--- src/hdl/thhs_pkg.sv ---
`timescale 1ns / 1ps

package thhs_pkg;

    // Opcodes carried by each input word
    typedef enum logic [1:0] {
        OP_TICK  = 2'd0,
        OP_START = 2'd1,
        OP_STOP  = 2'd2,
        OP_LOAD  = 2'd3
    } t_opcode;

    // Status codes shown on the result word
    typedef enum logic [2:0] {
        ST_IDLE    = 3'd0,
        ST_SETTLE  = 3'd1,
        ST_HOMING  = 3'd2,
        ST_DONE    = 3'd3,
        ST_FAIL    = 3'd4,
        ST_TIMEOUT = 3'd5,
        ST_STOPPED = 3'd6
    } t_status;

    // Sequencer phase, one-hot
    typedef enum logic [6:0] {
        PH_IDLE    = 7'b0000001,
        PH_SETTLE  = 7'b0000010,
        PH_HOMING  = 7'b0000100,
        PH_DONE    = 7'b0001000,
        PH_FAIL    = 7'b0010000,
        PH_TIMEOUT = 7'b0100000,
        PH_STOPPED = 7'b1000000
    } t_phase;

    // Configuration register indexes
    typedef enum logic [2:0] {
        CFG_BOWL_THR   = 3'd0,
        CFG_ANGLE_THR  = 3'd1,
        CFG_WINDOW     = 3'd2,
        CFG_UNLOCK     = 3'd3,
        CFG_FWD_SEARCH = 3'd4,
        CFG_BWD_SEARCH = 3'd5,
        CFG_MAX_ITER   = 3'd6,
        CFG_PREMOVE    = 3'd7
    } t_cfg_idx;

    localparam int SAMPLE_W = 10;
    localparam int COUNT_W  = 8;
    localparam int STEPS_W  = 20;
    localparam int PREMOVE_W = 21;
    localparam int POS_W    = 32;
    localparam int CFG_W    = 21;

    // Register reset values
    localparam logic [SAMPLE_W-1:0]  RST_BOWL_THR   = 10'd200;
    localparam logic [SAMPLE_W-1:0]  RST_ANGLE_THR  = 10'd200;
    localparam logic [COUNT_W-1:0]   RST_WINDOW     = 8'd100;
    localparam logic [STEPS_W-1:0]   RST_UNLOCK     = 20'd3000;
    localparam logic [STEPS_W-1:0]   RST_FWD_SEARCH = 20'd1500;
    localparam logic [STEPS_W-1:0]   RST_BWD_SEARCH = 20'd3000;
    localparam logic [STEPS_W-1:0]   RST_MAX_ITER   = 20'd20000;
    localparam logic [PREMOVE_W-1:0] RST_PREMOVE    = 21'h1FFE0C; // -500

    // Saturating 20-bit increment
    function automatic logic [STEPS_W-1:0] inc_sat(input logic [STEPS_W-1:0] v);
        inc_sat = (&v) ? v : v + 20'd1;
    endfunction

    // Phase to status code
    function automatic t_status phase_status(input t_phase ph);
        t_status s;
        unique case (ph)
            PH_IDLE:    s = ST_IDLE;
            PH_SETTLE:  s = ST_SETTLE;
            PH_HOMING:  s = ST_HOMING;
            PH_DONE:    s = ST_DONE;
            PH_FAIL:    s = ST_FAIL;
            PH_TIMEOUT: s = ST_TIMEOUT;
            PH_STOPPED: s = ST_STOPPED;
            default:    s = ST_IDLE;
        endcase
        phase_status = s;
    endfunction

endpackage

--- src/hdl/thhs_qualify.sv ---
`timescale 1ns / 1ps

// Hall sensor qualifier: counts consecutive samples at or above threshold,
// saturating at the window, and flags near once the window is reached.
module thhs_qualify (
    input  logic                          i_en,
    input  logic [thhs_pkg::SAMPLE_W-1:0] i_sample,
    input  logic [thhs_pkg::SAMPLE_W-1:0] i_thr,
    input  logic [thhs_pkg::COUNT_W-1:0]  i_window,
    input  logic [thhs_pkg::COUNT_W-1:0]  i_count,
    input  logic                          i_near,
    output logic [thhs_pkg::COUNT_W-1:0]  o_count,
    output logic                          o_near
);
    import thhs_pkg::*;

    logic [COUNT_W-1:0] w_count_up;

    // count cannot wrap past 255 here since it only rises while under the window
    assign w_count_up = (i_count < i_window) ? i_count + 8'd1 : i_count;

    always_comb begin
        o_count = i_count;
        o_near  = i_near;
        if (i_en) begin
            if (i_sample < i_thr) begin
                o_count = '0;
                o_near  = 1'b0;
            end else begin
                o_count = w_count_up;
                o_near  = (w_count_up >= i_window);
            end
        end
    end

endmodule

--- src/hdl/two_axis_hall_homing_sequencer.sv ---
`timescale 1ns / 1ps

// Two-axis hall homing sequencer. Each input word is one tick (opcode plus
// two raw hall samples and a position value) and yields exactly one result
// word. A word is taken every clock when the output side keeps up; each word
// passes through the input register and then the result register, with the
// whole tick evaluated in a single pass of compare and counter logic between
// them. Configuration writes are registered and must only be made while no
// tick is in flight.
module two_axis_hall_homing_sequencer (
    input  logic                            i_clk,
    input  logic                            i_rst_n,
    // configuration
    input  logic                            i_cfg_we,
    input  logic [2:0]                      i_cfg_idx,
    input  logic [thhs_pkg::CFG_W-1:0]      i_cfg_data,
    // input words
    input  logic                            i_in_valid,
    output logic                            o_in_stall,
    input  logic [1:0]                      i_opcode,
    input  logic [thhs_pkg::SAMPLE_W-1:0]   i_bowl_sample,
    input  logic [thhs_pkg::SAMPLE_W-1:0]   i_angle_sample,
    input  logic signed [thhs_pkg::POS_W-1:0] i_position_value,
    // result words
    output logic                            o_out_valid,
    input  logic                            i_out_stall,
    output logic                            o_bowl_step,
    output logic                            o_bowl_forward,
    output logic                            o_main_step,
    output logic                            o_main_forward,
    output logic                            o_bowl_power,
    output logic [2:0]                      o_status,
    output logic                            o_bowl_near,
    output logic                            o_angle_near,
    output logic                            o_is_homed,
    output logic signed [thhs_pkg::POS_W-1:0] o_main_position
);
    import thhs_pkg::*;

    // configuration registers
    logic [SAMPLE_W-1:0]  r_bowl_thr, r_angle_thr;
    logic [COUNT_W-1:0]   r_window;
    logic [STEPS_W-1:0]   r_unlock, r_fwd_search, r_bwd_search, r_max_iter;
    logic [PREMOVE_W-1:0] r_premove;

    // input register
    logic                 r_in_valid;
    logic [1:0]           r_op;
    logic [SAMPLE_W-1:0]  r_bs, r_as;
    logic [POS_W-1:0]     r_pv;

    // sequencer state
    logic [COUNT_W-1:0]   r_bowl_count, n_bowl_count, r_angle_count, n_angle_count;
    logic                 r_bowl_near, n_bowl_near, r_angle_near, n_angle_near;
    t_phase               r_phase, n_phase;
    logic [COUNT_W-1:0]   r_settle, n_settle;
    logic                 r_bowl_done, n_bowl_done, r_angle_done, n_angle_done;
    logic                 r_unlocked, n_unlocked, r_premove_done, n_premove_done;
    logic                 r_search_bwd, n_search_bwd;
    logic [STEPS_W-1:0]   r_search_cnt, n_search_cnt, r_bowl_total, n_bowl_total;
    logic [STEPS_W-1:0]   r_iter, n_iter;
    logic [POS_W-1:0]     r_main_pos, n_main_pos;
    logic                 r_homed, n_homed;

    // result register
    logic                 r_out_valid;
    logic                 r_o_bstep, r_o_mstep, r_o_mfwd;
    logic [2:0]           r_o_status;
    logic                 r_o_bnear, r_o_anear, r_o_homed;
    logic [POS_W-1:0]     r_o_pos;

    logic                 w_out_free, w_proc, w_running, w_stop;
    logic                 w_unl, w_bq_en, w_aq_en;
    logic [COUNT_W-1:0]   q_bowl_count, q_angle_count;
    logic                 q_bowl_near, q_angle_near;
    logic                 w_bstep, w_mstep, w_mfwd, w_fail;
    logic                 w_above_premove;

    // handshake
    assign w_out_free = !r_out_valid || !i_out_stall;
    assign w_proc     = r_in_valid && w_out_free;
    assign o_in_stall = r_in_valid && !w_out_free;

    // configuration writes
    always_ff @(posedge i_clk) begin
        if (!i_rst_n) begin
            r_bowl_thr   <= RST_BOWL_THR;
            r_angle_thr  <= RST_ANGLE_THR;
            r_window     <= RST_WINDOW;
            r_unlock     <= RST_UNLOCK;
            r_fwd_search <= RST_FWD_SEARCH;
            r_bwd_search <= RST_BWD_SEARCH;
            r_max_iter   <= RST_MAX_ITER;
            r_premove    <= RST_PREMOVE;
        end else if (i_cfg_we) begin
            unique case (t_cfg_idx'(i_cfg_idx))
                CFG_BOWL_THR:   r_bowl_thr   <= i_cfg_data[SAMPLE_W-1:0];
                CFG_ANGLE_THR:  r_angle_thr  <= i_cfg_data[SAMPLE_W-1:0];
                CFG_WINDOW:     r_window     <= i_cfg_data[COUNT_W-1:0];
                CFG_UNLOCK:     r_unlock     <= i_cfg_data[STEPS_W-1:0];
                CFG_FWD_SEARCH: r_fwd_search <= i_cfg_data[STEPS_W-1:0];
                CFG_BWD_SEARCH: r_bwd_search <= i_cfg_data[STEPS_W-1:0];
                CFG_MAX_ITER:   r_max_iter   <= i_cfg_data[STEPS_W-1:0];
                CFG_PREMOVE:    r_premove    <= i_cfg_data[PREMOVE_W-1:0];
                default: ;
            endcase
        end
    end

    // input register
    always_ff @(posedge i_clk) begin
        if (!i_rst_n) begin
            r_in_valid <= 1'b0;
        end else if (!o_in_stall) begin
            r_in_valid <= i_in_valid;
        end
    end

    always_ff @(posedge i_clk) begin
        if (i_in_valid && !o_in_stall) begin
            r_op <= i_opcode;
            r_bs <= i_bowl_sample;
            r_as <= i_angle_sample;
            r_pv <= i_position_value;
        end
    end

    // qualifier enables
    assign w_running = (r_phase == PH_SETTLE) || (r_phase == PH_HOMING);
    assign w_stop    = w_running && (t_opcode'(r_op) == OP_STOP);
    assign w_unl     = r_unlocked || (r_bowl_total >= r_unlock) || r_bowl_done;
    assign w_bq_en   = w_proc && !w_stop && !((r_phase == PH_HOMING) && r_bowl_done);
    assign w_aq_en   = w_proc && !w_stop &&
                       !((r_phase == PH_HOMING) &&
                         !(!r_angle_done && w_unl && r_premove_done));

    thhs_qualify u_bowl_q (
        .i_en     (w_bq_en),
        .i_sample (r_bs),
        .i_thr    (r_bowl_thr),
        .i_window (r_window),
        .i_count  (r_bowl_count),
        .i_near   (r_bowl_near),
        .o_count  (q_bowl_count),
        .o_near   (q_bowl_near)
    );

    thhs_qualify u_angle_q (
        .i_en     (w_aq_en),
        .i_sample (r_as),
        .i_thr    (r_angle_thr),
        .i_window (r_window),
        .i_count  (r_angle_count),
        .i_near   (r_angle_near),
        .o_count  (q_angle_count),
        .o_near   (q_angle_near)
    );

    assign w_above_premove = $signed(r_main_pos) >
                             $signed({{(POS_W-PREMOVE_W){r_premove[PREMOVE_W-1]}}, r_premove});

    // one tick of the sequencer
    always_comb begin
        n_bowl_count   = q_bowl_count;
        n_bowl_near    = q_bowl_near;
        n_angle_count  = q_angle_count;
        n_angle_near   = q_angle_near;
        n_phase        = r_phase;
        n_settle       = r_settle;
        n_bowl_done    = r_bowl_done;
        n_angle_done   = r_angle_done;
        n_unlocked     = r_unlocked;
        n_premove_done = r_premove_done;
        n_search_bwd   = r_search_bwd;
        n_search_cnt   = r_search_cnt;
        n_bowl_total   = r_bowl_total;
        n_iter         = r_iter;
        n_main_pos     = r_main_pos;
        n_homed        = r_homed;
        w_bstep        = 1'b0;
        w_mstep        = 1'b0;
        w_mfwd         = 1'b0;
        w_fail         = 1'b0;
        if (w_proc) begin
            if (w_stop) begin
                n_phase = PH_STOPPED;
            end else if (r_phase == PH_SETTLE) begin
                if (r_settle >= r_window) begin
                    n_phase = PH_HOMING;
                end else begin
                    n_settle = r_settle + 8'd1;
                end
            end else if (r_phase == PH_HOMING) begin
                n_unlocked   = w_unl;
                n_bowl_done  = r_bowl_done | q_bowl_near;
                n_angle_done = r_angle_done | (w_unl & r_premove_done & q_angle_near);
                if (!n_bowl_done) begin
                    w_bstep      = 1'b1;
                    n_bowl_total = inc_sat(r_bowl_total);
                end
                // main axis: pre-move, forward search, backward search
                if (!n_angle_done && w_unl) begin
                    if (!r_premove_done) begin
                        if (w_above_premove) begin
                            w_mstep    = 1'b1;
                            n_main_pos = r_main_pos - 32'd1;
                        end else begin
                            n_premove_done = 1'b1;
                        end
                    end else if (!r_search_bwd) begin
                        if (r_search_cnt < r_fwd_search) begin
                            w_mstep      = 1'b1;
                            w_mfwd       = 1'b1;
                            n_main_pos   = r_main_pos + 32'd1;
                            n_search_cnt = inc_sat(r_search_cnt);
                        end else begin
                            n_search_bwd = 1'b1;
                            n_search_cnt = '0;
                        end
                    end else begin
                        if (r_search_cnt < r_bwd_search) begin
                            w_mstep      = 1'b1;
                            n_main_pos   = r_main_pos - 32'd1;
                            n_search_cnt = inc_sat(r_search_cnt);
                        end else begin
                            w_fail = 1'b1;
                        end
                    end
                end
                // run outcome
                if (w_fail) begin
                    n_phase = PH_FAIL;
                end else if (n_angle_done && n_bowl_done) begin
                    n_main_pos = '0;
                    n_homed    = 1'b1;
                    n_phase    = PH_DONE;
                end else begin
                    n_iter = inc_sat(r_iter);
                    if (n_iter >= r_max_iter) begin
                        n_phase = PH_TIMEOUT;
                    end
                end
            end else if (t_opcode'(r_op) == OP_START) begin
                n_bowl_done    = 1'b0;
                n_angle_done   = 1'b0;
                n_unlocked     = 1'b0;
                n_premove_done = 1'b0;
                n_search_bwd   = 1'b0;
                n_search_cnt   = '0;
                n_bowl_total   = '0;
                n_iter         = '0;
                // a zero window skips straight to homing
                if (r_window == '0) begin
                    n_phase  = PH_HOMING;
                    n_settle = '0;
                end else begin
                    n_phase  = PH_SETTLE;
                    n_settle = 8'd1;
                end
            end else if (t_opcode'(r_op) == OP_LOAD) begin
                n_main_pos = r_pv;
            end
        end
    end

    // sequencer state registers
    always_ff @(posedge i_clk) begin
        if (!i_rst_n) begin
            r_bowl_count   <= '0;
            r_bowl_near    <= 1'b0;
            r_angle_count  <= '0;
            r_angle_near   <= 1'b0;
            r_phase        <= PH_IDLE;
            r_settle       <= '0;
            r_bowl_done    <= 1'b0;
            r_angle_done   <= 1'b0;
            r_unlocked     <= 1'b0;
            r_premove_done <= 1'b0;
            r_search_bwd   <= 1'b0;
            r_search_cnt   <= '0;
            r_bowl_total   <= '0;
            r_iter         <= '0;
            r_main_pos     <= '0;
            r_homed        <= 1'b0;
        end else begin
            r_bowl_count   <= n_bowl_count;
            r_bowl_near    <= n_bowl_near;
            r_angle_count  <= n_angle_count;
            r_angle_near   <= n_angle_near;
            r_phase        <= n_phase;
            r_settle       <= n_settle;
            r_bowl_done    <= n_bowl_done;
            r_angle_done   <= n_angle_done;
            r_unlocked     <= n_unlocked;
            r_premove_done <= n_premove_done;
            r_search_bwd   <= n_search_bwd;
            r_search_cnt   <= n_search_cnt;
            r_bowl_total   <= n_bowl_total;
            r_iter         <= n_iter;
            r_main_pos     <= n_main_pos;
            r_homed        <= n_homed;
        end
    end

    // result register
    always_ff @(posedge i_clk) begin
        if (!i_rst_n) begin
            r_out_valid <= 1'b0;
        end else if (w_proc) begin
            r_out_valid <= 1'b1;
        end else if (w_out_free) begin
            r_out_valid <= 1'b0;
        end
    end

    always_ff @(posedge i_clk) begin
        if (w_proc) begin
            r_o_bstep  <= w_bstep;
            r_o_mstep  <= w_mstep;
            r_o_mfwd   <= w_mfwd;
            r_o_status <= phase_status(n_phase);
            r_o_bnear  <= n_bowl_near;
            r_o_anear  <= n_angle_near;
            r_o_homed  <= n_homed;
            r_o_pos    <= n_main_pos;
        end
    end

    assign o_out_valid     = r_out_valid;
    assign o_bowl_step     = r_o_bstep;
    assign o_bowl_forward  = 1'b0;
    assign o_main_step     = r_o_mstep;
    assign o_main_forward  = r_o_mfwd;
    assign o_bowl_power    = r_o_bstep;
    assign o_status        = r_o_status;
    assign o_bowl_near     = r_o_bnear;
    assign o_angle_near    = r_o_anear;
    assign o_is_homed      = r_o_homed;
    assign o_main_position = r_o_pos;

endmodule

--- config.mk ---
export PLATFORM = sky130hd
export DESIGN_NAME = two_axis_hall_homing_sequencer
export DESIGN_NICKNAME = d
export VERILOG_FILES = /design/src/hdl/thhs_pkg.sv /design/src/hdl/thhs_qualify.sv /design/src/hdl/two_axis_hall_homing_sequencer.sv
export SDC_FILE = /design/constraint.sdc
export NUM_CORES = 1
export LEC_CHECK = 0
export BUFFER_PORTS_ARGS = -buffer_cell sky130_fd_sc_hd__buf_4
export CAP_MARGIN = 20
export CORE_ASPECT_RATIO = 1.2
export CORE_MARGIN = 2
export CORE_UTILIZATION = 31
export CTS_CLUSTER_DIAMETER = 100
export DETAILED_ROUTE_END_ITERATION = 10
export PLACE_DENSITY = 0.58
export SYNTH_ARGS = -nofsm -noshare
export SYNTH_HDL_FRONTEND = slang
export SYNTH_SLANG_ARGS = --single-unit
export TNS_END_PERCENT = 10
--- constraint.sdc ---
create_clock -name i_clk -period 13 [get_ports i_clk]
set_input_delay 3.9 -clock i_clk [delete_from_list [all_inputs] [get_ports i_clk]]
set_output_delay 3.9 -clock i_clk [all_outputs]
set_load 0.03 [all_outputs]
Yosys cells after proc, flatten, opt, wreduce, memory -nomap -nowiden
Cells that the tools add are included.
Operators by class
  order comparisons: 12
  multiply operators: 0
  muxes and demuxes: 88
  reduce and logical (&&, ||, !) cells: 53
  eq/ne operators: 27
  bitwise operators: 9
  shifts and indexed selects: 0
  div/mod/pow operators: 0
  add/subtract/negate cells: 8
Operators with widths (number)
  32-bit 2-to-1 mux: 14
  20-bit 2-to-1 mux: 15
  8-bit 2-to-1 mux: 8
  7-bit 2-to-1 mux: 9
  20-bit by 1-bit adder with 20-bit output (second input constant): 3
  20-bit AND reduction: 3
  20-bit greater-or-equal comparator: 2
  20-bit less-than comparator: 2
  1-bit 2-to-1 mux: 40
  32-bit by 1-bit adder with 32-bit output (second input constant): 1
  32-bit by 21-bit greater-than comparator with 1-bit output: 1
  32-bit by 1-bit subtractor with 32-bit output (second input constant): 1
  8-bit by 1-bit adder with 8-bit output (second input constant): 3
  8-bit greater-or-equal comparator: 3
  10-bit less-than comparator: 2
  3-bit case mux with 6 select lines: 1
  6-bit AND reduction: 3
  8-bit less-than comparator: 2
  2-bit AND reduction: 8
  7-bit by 2-bit == test with 1-bit output (second input constant): 2
  7-bit by 3-bit == test with 1-bit output (second input constant): 2
  2-bit != test (second input constant): 7
  1-bit logical AND: 13
  3-bit == test (second input constant): 4
  25 further kinds: 48
Word-level totals
  logic and storage cells: 235
  memories: 0
  bits in writable memories: 0
  register bits after elaboration: 357
  output and inout bits: 45
  input bits: 83
  ROM bits: 0
  latch bits: 0

Depth between registers and ports, before layout
  depth after elaboration: 26
  depth in mapped cells: 23
  gate-level depth less buffers: 21

Hierarchy
From an unflattened synthesis, not the netlist that was laid out.
Second synthesis, totals
  cell total of the unflattened synthesis: 2475
  area, all modules: 20868.8 um2
Modules (own cells, without submodules)
  two_axis_hall_homing_sequencer: times used 1, area each 18851.8 um2, seq. area each 8097.8 um2, cells an instance 2223
  thhs_qualify: times used 2, area each 1008.5 um2, seq. area each 0.0 um2, cells an instance 126

Least setup slack after synthesis
OpenSTA, ideal clock, no wires.
  path kind: input port to output port
  start point: input i_out_stall
  end point: output o_in_stall
  data arrival time: 4.251 ns
  stages on the path: 1
  buffers on the path: 0
  slack: 4.849 ns
  cell sequence: and3_1
On the way
  cells in the longest elaborated chain, start to end: 4
RTL lines
  start, declared: line two_axis_hall_homing_sequencer.sv:26  | input logic i_out_stall,
  1-bit zero test: line two_axis_hall_homing_sequencer.sv:80  | assign w_out_free = !r_out_valid || !i_out_stall;
  1-bit logical OR: line two_axis_hall_homing_sequencer.sv:80
  1-bit zero test: line two_axis_hall_homing_sequencer.sv:82  | assign o_in_stall = r_in_valid && !w_out_free;
  1-bit logical AND: line two_axis_hall_homing_sequencer.sv:82
  end, declared: line two_axis_hall_homing_sequencer.sv:19  | output logic o_in_stall,
No other way between the ends.

Final worst setup path
Same ends and word-level chain as after synthesis.

==> flow_summary.json <==
{
  "endpoint_kind": "output port",
  "cts-root-buf": "clkbuf_16",
  "sw_frac_of_total": 0.261,
  "post-cts-setup-buffer-count": 0,
  "clk_latency_ns": 0.60,
  "synth_most_common_cell": "nand2_1",
  "synth.ff_latch_count": 357,
  "final_nets": 2785,
  "cts_buffers": 42,
  "slowest_stage": "and3_1",
  "crit_arrival_ns": 4.42,
  "comb_power_share": 0.093,
  "timing.final.ws_setup_ns": 4.68,
  "post-place-ws_ns": 4.67,
  "synth_xor_xnor_area_share": 0.0363,
  "worstMarginPinSlew_ns": 1.10,
  "power_mw": 2.70,
  "synth_top_area_share": 0.253,
  "timing.hold.ws_ns": 0.455,
  "die-area_sq_um": 69000,
  "gp_congestion": 0.954,
  "ys_async_sr_fraction": 0,
  "crit_chain": "buf_4, and3_1, buf_4",
  "netlist-cell-type-count": 87,
  "netlist_instances": 2455,
  "hold_violations": 0,
  "pwr-share-seq": 0.441,
  "slew_headroom": 0.267,
  "p_per_area_nw_per_um2": 112,
  "synthMuxAreaShare": 0.00754,
  "grt_max_degree": 96,
  "numPortBuffers": 126,
  "ios": 128,
  "synth.avg_cell_area_sq_um": 8.45,
  "ys_top_cells_by_count": "353 x nand2_1, 262 x dfxtp_1, 208 x a21oi_1",
  "synth_compound_gate_area_share": 0.194,
  "synth_flop_cell": "dfxtp_1",
  "cts_sinks": 357,
  "drt_wl_total_um": 68400,
  "crit_start": "i_out_stall",
  "synth_fp_nets": 2712,
  "worstSetupPathType": "input port to output port",
  "startpoint_type": "input port",
  "period_needed_ns": 8.32,
  "drtIter0Drc": 1299,
  "vias": 18600,
  "overflow": 0,
  "synth_edf_count": 95,
  "vdd_drop_max_mv": 0.0794,
  "setup-tns-final_ns": 0,
  "fin_cells": 3453,
  "clkTransAtPathRegs_ns": 0.06,
  "dr.pass1.iters": 5,
  "r2r_start": "r_window[1]$_SDFFE_PN0P_",
  "cts_buffer_depth": 3,
  "wl_per_cell_um": 19.8,
  "synthSimpleGateAreaFrac": 0.212,
  "htreeDepth": 2,
  "finalInstanceArea_sq_um": 24000,
  "grt_pass1_vias": 18400,
  "cts_hold_buf": 0,
  "antenna_left": 0,
  "post-dp-hpwl_um": 48900,
  "crit_family": "buffers and inverters",
  "grt_use_total": 0.195,
  "syn_area_sq_um": 20700,
  "placed_area_sq_um": 22500,
  "synthAdderAreaFrac": 0.105,
  "die_y_um": 287,
  "maxCapViolCount": 0,
  "area_delta_synth_final_pct": 15.8,
  "path_buf_inv": 2,
  "fin_util": 0.364,
  "cts_tree": "built",
  "fin_crit_sh": 0.640,
  "synth_area_leader_cell": "dfxtp_1",
  "path_max_fanout": 3,
  "min_from": "r_max_iter[12]$_SDFFE_PN0P_",
  "setup_viol": 0,
  "synth_top_family_by_area": "simple AND/OR/NAND/NOR gates",
  "post_cts_resized": 0,
  "fmax_ghz": 0.120,
  "post_drt_via_cell_ratio": 5.40,
  "start_util": 0.314,
  "antenna_cells": 0,
  "min-delay-path-class": "flip-flop to flip-flop",
  "cpMostUsedCell": "buf_4",
  "drive_gt1_frac": 0.105,
  "worst_ep_required_time_ns": 9.10,
  "ys_seq_area_frac": 0.390,
  "cpPeakStageDelay_ns": 0.22,
  "drc": 0,
  "pwr-share-clk": 0.466,
  "grt_pass1_wl_um": 105000,
  "slew_viol_final": 0,
  "core_sq_um": 66000,
  "p_int_mw": 2.00,
  "placedCellCount": 3373,
  "p_leak_nw": 9.74,
  "power.switching_uw": 706,
  "finClkSkew_ns": 0.0373,
  "synth_warnings": 0,
  "status": "complete, no violations",
  "netlist_top_cells_area": "dfxtp_1 25%, edfxtp_1 14%, ha_1 10%, nand2_1 6.4%, a21oi_1 5.0%",
  "rows": 103,
  "die_w_um": 240,
  "grt_antenna_before_repair": 0,
  "rsz0062_at_grt": "false"
}
## path summary, 6_finish.rpt
check / cells past startpoint / slack, ns / end
setup / recovery: 3 / 4.68 / o_in_stall
hold / removal: 2 / 0.46 / r_max_iter[12]$_SDFFE_PN0P_
setup reg to reg: 20 / 6.31 / o_status[0]$_DFFE_PP_
hold reg to reg: 2 / 0.46 / r_max_iter[12]$_SDFFE_PN0P_
## routing by layer
metal / global-route usage / vias up / routed length, um
li1: - / 8995 / -
met1: 0.229 / 9023 / 27800
met2: 0.358 / 497 / 34900
met3: 0.0232 / 132 / 3140
met4: 0.0787 / 0 / 2490
met5: 0 / - / 0
## power groups by stage
stage | Clock [mW] | Combinational (mW) | Sequential [mW]
finish | 1.26 | 0.251 | 1.19
global route | 1.33 | 0.274 | 1.19
CTS | 1.29 | 0.250 | 1.19
detailed placement | 0 | 0.249 | 1.22
global placement | 0 | 0.243 | 1.22
floorplan | 0 | 0.143 | 1.22
## kinds of logic (layout without fill, tap and decap cells)
| logic type | Yosys count | count (layout) |
|---|---|---|
| xor gates and xnor gates | 86 | 86 |
| DFF | 357 | 357 |
| AOI/OAI and AO/OA | 614 | 614 |
| adders and majority gates | 174 | 174 |
| other | 1 | 1 |
| muxes | 15 | 15 |
| and+or+nand+nor | 917 | 917 |
| buffers and inverters | 291 | 397 |
## registers in the layout, summed over array words and instances (netlist names), 10 cells and up
name / count
o_main_position: 32
r_main_pos: 32
r_pv: 32
r_premove: 21
r_bowl_total: 20
r_bwd_search: 20
r_fwd_search: 20
r_iter: 20
r_max_iter: 20
r_search_cnt: 20
r_unlock: 20
r_angle_thr: 10
r_as: 10
r_bowl_thr: 10
r_bs: 10
## placed cells by master, fill, tap and decap left out, drive strengths merged, types with 17 or more instances in the layout
cell,synthesis,layout
a21o,35,35
a21oi,209,209
a22oi,21,21
a31oi,28,28
and2,37,37
and3,37,37
and4,19,19
buf,25,157
clkbuf,103,48
dfxtp,262,262
edfxtp,95,95
ha,174,174
inv,162,172
nand2,353,353
nand2b,23,23
nand3,95,95
nand4,44,44
nor2,156,156
nor2b,20,20
nor3,62,62
nor4,19,19
o211ai,59,59
o21ai,95,95
o31ai,17,17
or4,17,17
xnor2,40,40
xor2,46,46
## worst register-to-register path: stages, from the launching register on
cell	delay (ns)
dfxtp_1	0.36
inv_1	0.15
ha_1	0.32
a21o_1	0.16
a21o_1	0.17
a21o_1	0.17
a21o_1	0.19
a2111oi_1	0.90
o21ai_1	0.39
or2_2	0.41
xnor2_1	0.14
ha_1	0.30
a21oi_1	0.18
o21ai_0	0.11
a31oi_1	0.41
o31a_1	0.42
and2_1	0.62
a221oi_2	0.25
nor3b_1	0.34
nor2_1	0.07
a2111oi_0	0.39
## final cells by class
type	instances	area, sq um
fillers	6790	42000
inverters	163	614
clock buffers	48	1090
clock inverters	29	360
repair buffers	157	1200
multi-input cells	1807	11500
flip-flops and latches	357	8100
well taps	892	1120
Power figures use the tool's default switching activity.
